<file path="src/rtl/pae_pkg.sv">
// Package for the polygon angular extent block.
// Holds widths, the CORDIC arctangent table, sequencer and tracker types.
// No dependencies; every other rtl file imports it.
package pae_pkg;

	localparam int COORD_BITS   = 16;
	localparam int ANGLE_BITS   = 16;
	localparam int CORDIC_STEPS = 16;
	localparam int ACC_BITS     = 24;
	localparam int DIFF_BITS    = COORD_BITS + 1;
	localparam int CW_BITS      = DIFF_BITS + 19;
	localparam int STEP_BITS    = $clog2(CORDIC_STEPS);
	localparam int VERT_BITS    = 2 * COORD_BITS;
	localparam int WRAP_BITS    = ANGLE_BITS + 1;
	localparam int EDGE_BITS    = VERT_BITS + WRAP_BITS;
	localparam int OUT_BITS     = ((EDGE_BITS + 7) / 8) * 8;
	localparam int REG_IDX_BITS = 1;

	localparam logic [31:0] Z_QUARTER = 32'h4000_0000;
	localparam logic [31:0] Z_THREE_Q = 32'hC000_0000;
	localparam logic [31:0] Z_ROUND   = 32'h1 << (31 - ANGLE_BITS);
	localparam logic [ANGLE_BITS-1:0] HALF_TURN = {1'b1, {(ANGLE_BITS-1){1'b0}}};

	localparam logic [REG_IDX_BITS-1:0] REG_VIEWPOINT_X = 1'd0;
	localparam logic [REG_IDX_BITS-1:0] REG_VIEWPOINT_Y = 1'd1;

	localparam logic [31:0] ATAN_TAB [0:CORDIC_STEPS-1] = '{
		32'h20000000, 32'h12E4051E, 32'h09FB385B, 32'h051111D4,
		32'h028B0D43, 32'h0145D7E1, 32'h00A2F61E, 32'h00517C55,
		32'h0028BE53, 32'h00145F2F, 32'h000A2F98, 32'h000517CC,
		32'h00028BE6, 32'h000145F3, 32'h0000A2FA, 32'h0000517D
	};

	typedef enum logic [1:0] {
		ST_IDLE,
		ST_RUN,
		ST_CLOSE,
		ST_EMIT
	} pae_state_t;

	typedef enum logic [1:0] {
		TRK_NONE,
		TRK_STEP,
		TRK_CLOSE
	} trk_op_t;

	typedef struct packed {
		trk_op_t                op;
		logic [ANGLE_BITS-1:0]  bearing;
		logic [VERT_BITS-1:0]   vertex;
	} trk_req_t;

	typedef struct packed {
		logic [VERT_BITS-1:0]  min_vertex;
		logic [VERT_BITS-1:0]  max_vertex;
		logic [ACC_BITS-1:0]   min_angle;
		logic [ACC_BITS-1:0]   max_angle;
	} trk_ext_t;

	// reduce one turn residue into ]-half,half]
	function automatic logic [WRAP_BITS-1:0] wrap_turn(input logic [ANGLE_BITS-1:0] w);
		wrap_turn = (w > HALF_TURN) ? {1'b1, w} : {1'b0, w};
	endfunction

endpackage

</file>
<file path="src/rtl/polygon_angular_extent_top.sv">
// Each accepted vertex item is loaded, runs 16 iterations of the shared CORDIC
// add/shift unit (one per cycle) and is then accumulated and compared before
// the block is ready again. A final vertex then closes the polygon and loads
// the edge items (minimum edge first, tuser and tlast high on the maximum
// edge); that load waits until any earlier edge pair has been taken. Viewpoint
// writes apply to later items.
// Top level: sequencer, viewpoint registers and edge output; uses pae_pkg,
// pae_cordic and pae_track.
module polygon_angular_extent_top (
	input  logic                                 clk,
	input  logic                                 arst_n,
	input  logic                                 cfg_valid,
	output logic                                 cfg_ready,
	input  logic [pae_pkg::REG_IDX_BITS-1:0]     cfg_index,
	input  logic [pae_pkg::COORD_BITS-1:0]       cfg_data,
	input  logic                                 s_tvalid,
	output logic                                 s_tready,
	input  logic [pae_pkg::VERT_BITS-1:0]        s_tdata,   // vertex_x, vertex_y
	input  logic                                 s_tlast,   // final_vertex
	output logic                                 m_tvalid,
	input  logic                                 m_tready,
	output logic [pae_pkg::OUT_BITS-1:0]         m_tdata,   // edge_x, edge_y, edge_angle
	output logic                                 m_tuser,   // side
	output logic                                 m_tlast    // run_end
);
	import pae_pkg::*;

	pae_state_t state_q, state_d;
	logic [COORD_BITS-1:0] vp_x_q, vp_y_q;
	logic [VERT_BITS-1:0] vert_q;
	logic final_q;
	logic signed [DIFF_BITS-1:0] dx, dy;
	logic cordic_done;
	logic [ANGLE_BITS-1:0] bearing;
	trk_req_t req;
	trk_ext_t ext;
	logic [EDGE_BITS-1:0] hd_q, tl_q, min_edge, max_edge;
	logic hd_side_q;
	logic [1:0] cnt_q;
	logic accept, pop, load;

	assign cfg_ready = 1'b1;
	assign accept    = s_tvalid && s_tready;
	assign pop       = m_tvalid && m_tready;

	always_ff @(posedge clk or negedge arst_n) begin
		if (!arst_n) begin
			vp_x_q <= '0;
			vp_y_q <= '0;
		end else if (cfg_valid) begin
			unique case (cfg_index)
				REG_VIEWPOINT_X: vp_x_q <= cfg_data;
				REG_VIEWPOINT_Y: vp_y_q <= cfg_data;
				default: ;
			endcase
		end
	end

	assign dx = {s_tdata[COORD_BITS-1], s_tdata[COORD_BITS-1:0]}
		- {vp_x_q[COORD_BITS-1], vp_x_q};
	assign dy = {s_tdata[VERT_BITS-1], s_tdata[VERT_BITS-1:COORD_BITS]}
		- {vp_y_q[COORD_BITS-1], vp_y_q};

	pae_cordic u_cordic (
		.clk     (clk),
		.arst_n  (arst_n),
		.start   (accept),
		.dx      (dx),
		.dy      (dy),
		.done    (cordic_done),
		.bearing (bearing)
	);

	always_ff @(posedge clk) begin
		if (accept) begin
			vert_q  <= s_tdata;
			final_q <= s_tlast;
		end
	end

	always_ff @(posedge clk or negedge arst_n) begin
		if (!arst_n)
			state_q <= ST_IDLE;
		else
			state_q <= state_d;
	end

	always_comb begin
		state_d     = state_q;
		s_tready    = 1'b0;
		load        = 1'b0;
		req.op      = TRK_NONE;
		req.bearing = bearing;
		req.vertex  = vert_q;
		unique case (state_q)
			ST_IDLE: begin
				s_tready = 1'b1;
				if (s_tvalid)
					state_d = ST_RUN;
			end
			ST_RUN: begin
				if (cordic_done) begin
					req.op  = TRK_STEP;
					state_d = final_q ? ST_CLOSE : ST_IDLE;
				end
			end
			ST_CLOSE: begin
				req.op  = TRK_CLOSE;
				state_d = ST_EMIT;
			end
			ST_EMIT: begin
				if (cnt_q == 2'd0) begin
					load    = 1'b1;
					state_d = ST_IDLE;
				end
			end
			default: state_d = ST_IDLE;
		endcase
	end

	pae_track u_track (
		.clk    (clk),
		.arst_n (arst_n),
		.req    (req),
		.ext    (ext)
	);

	assign min_edge = {wrap_turn(ext.min_angle[ANGLE_BITS-1:0]), ext.min_vertex};
	assign max_edge = {wrap_turn(ext.max_angle[ANGLE_BITS-1:0]), ext.max_vertex};

	always_ff @(posedge clk or negedge arst_n) begin
		if (!arst_n) begin
			cnt_q     <= 2'd0;
			hd_side_q <= 1'b0;
		end else if (load) begin
			cnt_q     <= 2'd2;
			hd_side_q <= 1'b0;
		end else if (pop) begin
			cnt_q     <= cnt_q - 2'd1;
			hd_side_q <= 1'b1;
		end
	end

	always_ff @(posedge clk) begin
		if (load) begin
			hd_q <= min_edge;
			tl_q <= max_edge;
		end else if (pop) begin
			hd_q <= tl_q;
		end
	end

	assign m_tvalid = (cnt_q != 2'd0);
	assign m_tdata  = {{(OUT_BITS-EDGE_BITS){1'b0}}, hd_q};
	assign m_tuser  = hd_side_q;
	assign m_tlast  = hd_side_q;

endmodule

</file>
<file path="src/rtl/pae_cordic.sv">
// Iterative vectoring CORDIC: one add/shift step per cycle on a shared unit.
// Gives the bearing of (dx, dy) as an ANGLE_BITS-bit fraction of a turn. Depends on pae_pkg.
module pae_cordic (
	input  logic                                clk,
	input  logic                                arst_n,
	input  logic                                start,
	input  logic signed [pae_pkg::DIFF_BITS-1:0] dx,
	input  logic signed [pae_pkg::DIFF_BITS-1:0] dy,
	output logic                                done,
	output logic [pae_pkg::ANGLE_BITS-1:0]      bearing
);
	import pae_pkg::*;

	localparam logic [STEP_BITS-1:0] LAST_STEP = STEP_BITS'(CORDIC_STEPS - 1);

	logic signed [CW_BITS-1:0] x_q, y_q, xe, ye, x0, y0, xs, ys;
	logic [31:0] z_q, z0, zr;
	logic [STEP_BITS-1:0] cnt_q;
	logic busy_q, done_q, zero_q;

	always_comb begin
		xe = {{(CW_BITS-DIFF_BITS-16){dx[DIFF_BITS-1]}}, dx, 16'b0};
		ye = {{(CW_BITS-DIFF_BITS-16){dy[DIFF_BITS-1]}}, dy, 16'b0};
		x0 = xe;
		y0 = ye;
		z0 = '0;
		if (xe < 0) begin
			if (ye >= 0) begin
				x0 = ye;
				y0 = -xe;
				z0 = Z_QUARTER;
			end else begin
				x0 = -ye;
				y0 = xe;
				z0 = Z_THREE_Q;
			end
		end
		xs = x_q >>> cnt_q;
		ys = y_q >>> cnt_q;
		zr = z_q + Z_ROUND;
	end

	always_ff @(posedge clk or negedge arst_n) begin
		if (!arst_n) begin
			busy_q <= 1'b0;
			done_q <= 1'b0;
			cnt_q  <= '0;
		end else begin
			done_q <= busy_q && (cnt_q == LAST_STEP);
			if (start) begin
				busy_q <= 1'b1;
				cnt_q  <= '0;
			end else if (busy_q) begin
				cnt_q <= cnt_q + 1'b1;
				if (cnt_q == LAST_STEP)
					busy_q <= 1'b0;
			end
		end
	end

	always_ff @(posedge clk) begin
		if (start) begin
			x_q    <= x0;
			y_q    <= y0;
			z_q    <= z0;
			zero_q <= (dx == '0) && (dy == '0);
		end else if (busy_q) begin
			if (y_q >= 0) begin
				x_q <= x_q + ys;
				y_q <= y_q - xs;
				z_q <= z_q + ATAN_TAB[cnt_q];
			end else begin
				x_q <= x_q - ys;
				y_q <= y_q + xs;
				z_q <= z_q - ATAN_TAB[cnt_q];
			end
		end
	end

	assign done    = done_q;
	assign bearing = zero_q ? '0 : zr[31 -: ANGLE_BITS];

endmodule

</file>
<file path="src/rtl/pae_track.sv">
// Unwrapped-angle accumulator with min/max tracking of the extreme vertices.
// One bearing step per request; close folds in the first vertex. Depends on pae_pkg.
module pae_track (
	input  logic              clk,
	input  logic              arst_n,
	input  pae_pkg::trk_req_t req,
	output pae_pkg::trk_ext_t ext
);
	import pae_pkg::*;

	logic first_pending_q;
	logic [VERT_BITS-1:0] first_vertex_q, min_vertex_q, max_vertex_q, vsel;
	logic [ANGLE_BITS-1:0] first_bearing_q, prev_bearing_q, bsel;
	logic signed [ACC_BITS-1:0] unwrapped_q, min_q, max_q, acc, init_acc;
	logic [WRAP_BITS-1:0] d;
	logic do_init, do_adv;

	always_comb begin
		bsel     = (req.op == TRK_CLOSE) ? first_bearing_q : req.bearing;
		vsel     = (req.op == TRK_CLOSE) ? first_vertex_q : req.vertex;
		d        = wrap_turn(bsel - prev_bearing_q);
		acc      = unwrapped_q + {{(ACC_BITS-WRAP_BITS){d[WRAP_BITS-1]}}, d};
		d        = wrap_turn(req.bearing);
		init_acc = {{(ACC_BITS-WRAP_BITS){d[WRAP_BITS-1]}}, d};
		d        = wrap_turn(bsel - prev_bearing_q);
		do_init  = (req.op == TRK_STEP) && first_pending_q;
		do_adv   = (req.op == TRK_CLOSE) || ((req.op == TRK_STEP) && !first_pending_q);
	end

	always_ff @(posedge clk or negedge arst_n) begin
		if (!arst_n) begin
			first_pending_q <= 1'b1;
			first_vertex_q  <= '0;
			first_bearing_q <= '0;
			prev_bearing_q  <= '0;
			unwrapped_q     <= '0;
			min_q           <= '0;
			max_q           <= '0;
			min_vertex_q    <= '0;
			max_vertex_q    <= '0;
		end else if (do_init) begin
			first_pending_q <= 1'b0;
			first_vertex_q  <= req.vertex;
			first_bearing_q <= req.bearing;
			prev_bearing_q  <= req.bearing;
			unwrapped_q     <= init_acc;
			min_q           <= init_acc;
			max_q           <= init_acc;
			min_vertex_q    <= req.vertex;
			max_vertex_q    <= req.vertex;
		end else if (do_adv) begin
			unwrapped_q    <= acc;
			prev_bearing_q <= bsel;
			if (min_q > acc) begin
				min_q        <= acc;
				min_vertex_q <= vsel;
			end
			if (max_q < acc) begin
				max_q        <= acc;
				max_vertex_q <= vsel;
			end
			if (req.op == TRK_CLOSE)
				first_pending_q <= 1'b1;
		end
	end

	assign ext.min_vertex = min_vertex_q;
	assign ext.max_vertex = max_vertex_q;
	assign ext.min_angle  = min_q;
	assign ext.max_angle  = max_q;

endmodule

</file>
<file path="config.mk">
export PLATFORM = sky130hd
export DESIGN_NAME = polygon_angular_extent_top
export DESIGN_NICKNAME = d
export VERILOG_FILES = /design/src/rtl/pae_pkg.sv /design/src/rtl/polygon_angular_extent_top.sv /design/src/rtl/pae_cordic.sv /design/src/rtl/pae_track.sv
export SDC_FILE = /design/constraint.sdc
export NUM_CORES = 2
export LEC_CHECK = 0
export BUFFER_PORTS_ARGS = -buffer_cell sky130_fd_sc_hd__clkbuf_2
export CAP_MARGIN = 0
export CORE_UTILIZATION = 55
export CTS_CLUSTER_SIZE = 24
export DETAILED_ROUTE_END_ITERATION = 8
export PLACE_DENSITY = 0.72
export SYNTH_ARGS = -nofsm -noshare
export SYNTH_HDL_FRONTEND = slang
export SYNTH_SLANG_ARGS = --single-unit
</file>
<file path="constraint.sdc">
create_clock -name clk -period 9.54 [get_ports clk]
set_input_delay 1.908 -clock clk [delete_from_list [all_inputs] [get_ports clk]]
set_output_delay 1.908 -clock clk [all_outputs]
set_load 0.02 [all_outputs]
</file>
# Yosys cells after proc, flatten, opt, wreduce, memory -nomap -nowiden
# Memories as Yosys holds them, arrays and structs flattened.
# Index checks and enable logic that the tools add are counted.
# W data, S select, Z words.
# word_totals
in_bits	55
romBits	512
out_inout_bits	61
mem_count	1
elab_cells	153
regBits	480
# mem_list
memory	words	word_bits	rd	rd_ports_with_merged_regs	write_ports	line_no	rtl
(no name shown)	16	32	1	0	0	pae_cordic.sv:71	z_q <= z_q + ATAN_TAB[cnt_q];
# classes
n_mux	64
n_reduce_logical	25
n_bitwise	2
n_addsub	15
order_cmp	10
n_shift	2
eq_ne	9
# ops
op	n
$mux W32	14
$mux W36	10
$mux W24	8
$mux W49	2
$add A36 B36 Y36	2
$neg A33 Y36	2
$sshr A36 B4 Y36	2
$sub A36 B36 Y36	2
$mux W17	4
$gt A16 B16 Y1 const B	4
$mux W16	4
$ge A36 B1 Y1 const B	1
$logic_not A17 Y1	2
$sub A16 B16 Y17	2
$ge A33 B1 Y1 const B	1
$lt A33 B1 Y1 const B	1
$add A32 B16 Y32 const B	1
$add A32 B32 Y32	1
$sub A32 B32 Y32	1
$add A24 B24 Y24	1
$gt A24 B24 Y1	1
$lt A24 B24 Y1	1
$sub A16 B16 Y16	1
$reduce_bool A2 Y1	7
other kinds (21)	52

# Depth between registers and ports, before layout
# logic_depth
depth_word	12
depth_mapped	38
depth_no_buf	35

# Hierarchy
# Synthesis repeated with hierarchy kept, for this count alone.
# hier_totals
cells_unflattened	3950
area_unflattened_um2	37377.1
# by_module_without_submodules
module	area_each_um2	seq_area_each_um2	cells_per_inst	instances
pae_cordic	17723.2	3303.2	2161	1
pae_track	11907.7	5031.1	1122	1
polygon_angular_extent_top	7746.2	4859.7	667	1

# Worst setup path after synthesis
# Ideal clock, no wire load.
# synth_path
path_type	flip-flop to flip-flop
startpoint	register state_q[0]
endpoint	register u_track.min_vertex_q[29]
required_ps	9415
n_path_buf	4
path_stages_with_launch	38
period_less_slack_ps	8791
path_slack_ps	749
t_arrival_ps	8666
setup_time_ps	125
path_cell_list	dfrtp_1 inv_1 ha_1 nand3_1 and2_1 clkbuf_1 clkbuf_1 nand2_1 nand2_1 fa_1 a21o_1 a21oi_1 xor2_1 or4b_2 or3_1 or4_1 or3_1 o41a_1 (+2 left out) and4_1 nand4_1 nand2_1 nor3_1 a21oi_1 a311o_1 a21oi_1 xor2_1 xnor2_1 inv_1 ha_1 nor2b_1 nand4_1 nand2b_1 nand4b_1 a31oi_1 clkbuf_1 mux2_2
# synth_via
elab_chain_cells	11
word_cells_on_any_way	21
classes_between	add/sub: 2; order compare: 2; eq/ne: 4; mux: 7; reduce/logical: 6
# synth_lines
item	line_no	rtl
start: declaration	polygon_angular_extent_top.sv:28	pae_state_t state_q, state_d;
start signal: assignment	polygon_angular_extent_top.sv:85	state_q <= state_d;
$eq A2 B2 Y1 / $eq A2 B1 Y1 (equally long branches)	polygon_angular_extent_top.sv:95	unique case (state_q)
$pmux W2 S2 *	polygon_angular_extent_top.sv:95	
$eq A2 B2 Y1	pae_track.sv:19, pae_track.sv:20, pae_track.sv:27	
$mux W16	pae_track.sv:19	bsel = (req.op == TRK_CLOSE) ? first_bearing_q : req.bearing;
$sub A16 B16 Y16	pae_track.sv:21	d = wrap_turn(bsel - prev_bearing_q);
$gt A16 B16 Y1	pae_pkg.sv:62	wrap_turn = (w > HALF_TURN) ? {1'b1, w} : {1'b0, w};
$mux W17	pae_pkg.sv:62	
$add A24 B24 Y24	pae_track.sv:22	acc = unwrapped_q + {{(ACC_BITS-WRAP_BITS){d[WRAP_BITS-1]}}, d};
$gt A24 B24 Y1	pae_track.sv:54	if (min_q > acc) begin
$reduce_bool A2 Y1 (no source line)	n/a	
$reduce_and A2 Y1 (no source line)	n/a	
end signal: assignment	pae_track.sv:49	min_vertex_q <= req.vertex;
end signal: assignment	pae_track.sv:56	min_vertex_q <= vsel;
end: declaration	pae_track.sv:12	logic [VERT_BITS-1:0] first_vertex_q, min_vertex_q, max_vertex_q, vsel;
# Mark *: on every way between the ends. The rest lies on a longest branch, timed or not. The select of a mux whose other input is x is not followed.
# A chain may end at the register's enable or synchronous reset.

# Worst setup path after layout
# layout_path
startpoint	register state_q[0]
endpoint	register u_track.min_vertex_q[15]
# The elaborated chain is that of the path after synthesis.

==> flow_metrics.env <==
export IMPL_ctsHoldBuffers=0
export IMPL_cts_sinks=480
export IMPL_crit_fanout=15
export IMPL_drv_slew=0
export IMPL_clock_latency_ns=0.64
export IMPL_routed_wl_mm=90.4
export IMPL_ys_warn_count=0
export IMPL_max_freq_ghz=0.110
export IMPL_drc=0
export IMPL_clockBufferDepth=3
export IMPL_detail_route_antenna_nets=0
export IMPL_worstSetupPathType="flop to flop"
export IMPL_synth_edf_count=236
export IMPL_hp_class="flop to flop"
export IMPL_grt_max_degree=132
export IMPL_critical_path_arrival_ns=9.64
export IMPL_vias=27100
export IMPL_fill_cells=5176
export IMPL_die_h_um=253
export IMPL_cap_viol_max_count=0
export IMPL_worst_pin_slew_ns=1.10
export IMPL_syn_area_per_cell_sq_um=9.90
export IMPL_hold_viol_final=0
export IMPL_fp_dieW_um=253
export IMPL_dpl_instance_area_sq_mm=0.0360
export IMPL_post_route_period_util_pct=95.7
export IMPL_firstDrtPassIters=6
export IMPL_htree_num_levels=2
export IMPL_path_clk_slew_ns=0.07
export IMPL_fin_crit_ns=9.13
export IMPL_grt_total_usage_pct=28.3
export IMPL_io_pins=116
export IMPL_start_util_pct=56.0
export IMPL_async_flop_share_pct=50.8
export IMPL_final_util_pct=61.3
export IMPL_gp_congestion=0.925
export IMPL_core_sq_mm=0.0621
export IMPL_finalSetupViolCount=0
export IMPL_hold_start="u_track.max_vertex_q[18]"
export IMPL_grt_ovfl_total=0
export IMPL_slowest_delay_ns=0.60
export IMPL_grt_pass1_wl_mm=144
export IMPL_area_growth_pct=9.38
export IMPL_syn_instance_count=3513
export IMPL_antenna_found_initial=3
export IMPL_synth_cell_types=97
export IMPL_cts_buffers=52
export IMPL_syn_cell_area_sq_mm=0.0348
export IMPL_cts_root_buf="clkbuf_16"
export IMPL_dieArea_sq_mm=0.0642
export IMPL_drive_gt1_share_pct=15.9
export IMPL_rr_startpoint="state_q[0]"
export IMPL_slowest_stage="or4b_2"
export IMPL_finClkSkew_ns=0.0566
export IMPL_grt_pass1_vias=25800
export IMPL_avgViaCountPerCell=6.10
export IMPL_crit_start="state_q[0]"
export IMPL_ys_ff_latch=480
export IMPL_cts_tree="done"
export IMPL_ys_seq_area_share_pct=37.9
export IMPL_drt_iter0_drc=2549
export IMPL_wire_per_inst_um=20.3
export IMPL_design_area_sq_mm=0.0380
export IMPL_final_common_cell="nand2_1"
export IMPL_start_kind="flop"
export IMPL_hold_slack_ns=0.431
export IMPL_dp_hpwl_mm=66.2
export IMPL_numPortBuffers=107
export IMPL_fin_nets=3852
export IMPL_ys_flop_type="dfrtp_1"
export IMPL_maxSlewHeadroom_pct=26.5
export IMPL_crit_path_end_kind="flop"
export IMPL_outcome="complete, no violations"
export IMPL_mostFrequentLayoutCells="nand2_1, dfrtp_1, edfxtp_1"
export IMPL_critPathRequiredTime_ns=10.05
export IMPL_rows=91
[through the flow]
stage / setup slack, ns / std cells / TNS, ns
after floorplan: 0.749 / 3519 / 0
after global routing: -0.0475 / 4446 / -0.647
after CTS: 0.109 / 4438 / 0
final: 0.412 / 4449 / 0
after detailed placement: 0.172 / 4340 / 0
after global placement: 0.337 / 4340 / 0
[flip-flops by register name, summed over array words and instances, names as in the netlist, 32 cells and up, named ones only]
name                    flops
hd_q                       49
tl_q                       49
u_cordic.x_q               36
u_cordic.y_q               36
u_cordic.z_q               32
u_track.first_vertex_q     32
u_track.max_vertex_q       32
u_track.min_vertex_q       32
vert_q                     32
[worst max-delay path, delay by kind of cell (launching register included)]
| family | cells | cell delay, ns |
|---|---|---|
| simple gates | 14 | 3.29 |
| compound gates | 7 | 1.88 |
| fa+ha+maj | 5 | 1.61 |
| buf+inv | 5 | 0.61 |
| mux | 2 | 0.60 |
| xor+xnor | 3 | 0.56 |
| flops | 1 | 0.40 |
[cells in the mapped netlist (all sizes together), types with 8 or more instances]
master,count,area (sq um)
a221o,8,80.1
nand4,25,163
o21ai,202,1010
clkbuf,93,353
a21oi,173,866
xor2,106,928
o211ai,24,180
ha,225,2820
o21a,26,195
o2bb2ai,16,140
a211oi,17,128
nand2b,34,213
o21bai,26,195
and2,26,163
nor2b,29,181
nand2,513,1930
nor4,25,169
edfxtp,236,7090
nor2,236,901
or2,20,125
o22ai,14,87.6
a21o,84,631
nor3,61,305
o31ai,29,218
dfrtp,243,6080
xnor2,175,1530
or3,22,143
a31oi,49,307
buf,67,473
mux4,89,2080
inv,144,541
nand3,66,335
mux2i,45,450
and3,27,169
mux2,195,2200
[final timing paths]
kind | slack, ns | endpoint | depth (start not counted)
setup / recovery | 0.41 | u_track.min_vertex_q[15] | 36
hold / removal | 0.43 | tl_q[18] | 0
setup reg to reg | 0.41 | u_track.min_vertex_q[15] | 36
hold reg to reg | 0.43 | tl_q[18] | 0
max in group asynchronous | 6.82 | u_cordic.cnt_q[0] | 2
min in group asynchronous | 1.33 | u_track.min_vertex_q[8] | 1
[logic make-up (layout without fill, tap and decap cells)]
| family | after synthesis | in the layout | synth area share (%) |
|---|---|---|---|
| and+or+nand+nor | 1121 | 1121 | 14.7 |
| AOI/OAI and AO/OA | 755 | 755 | 13.9 |
| DFF | 480 | 480 | 37.9 |
| muxes | 329 | 329 | 13.6 |
| buffers and inverters | 308 | 398 | 3.97 |
| xor gates and xnor gates | 284 | 284 | 7.27 |
| adders and majority gates | 234 | 234 | 8.56 |
| other | 2 | 11 | 0.0216 |
[layout make-up]
cell class              count  area (sq um)  share of cell area, %
diodes                      3          7.51                 0.0197
clock buffers              66          1440                   3.77
multi-input cells        2731         20300                   53.4
flip-flops and latches    480         13200                   34.7
well taps                 837          1050                   2.75
repair buffers            152           955                   2.51
clock inverters            32           503                   1.32
inverters                 148           558                   1.47
[what timing repair did]
item	CTS	global route
gates resized for setup	0	9
setup endpoints to repair	0	105
setup buffers	0	7
[per-layer routing]
metal | vias up | part of all wire, % | global-route usage, %
li1 | 12900 | - | -
met1 | 13200 | 43 | 39.4
met2 | 897 | 48 | 46.7
met3 | 141 | 6.0 | 3.27
met4 | 2 | 2.4 | 8.05
met5 | - | 0.014 | 0
Power is left out: the tool's default activity adds up to more than one toggle a clock period on the data nets, which glitch-free logic cannot reach.
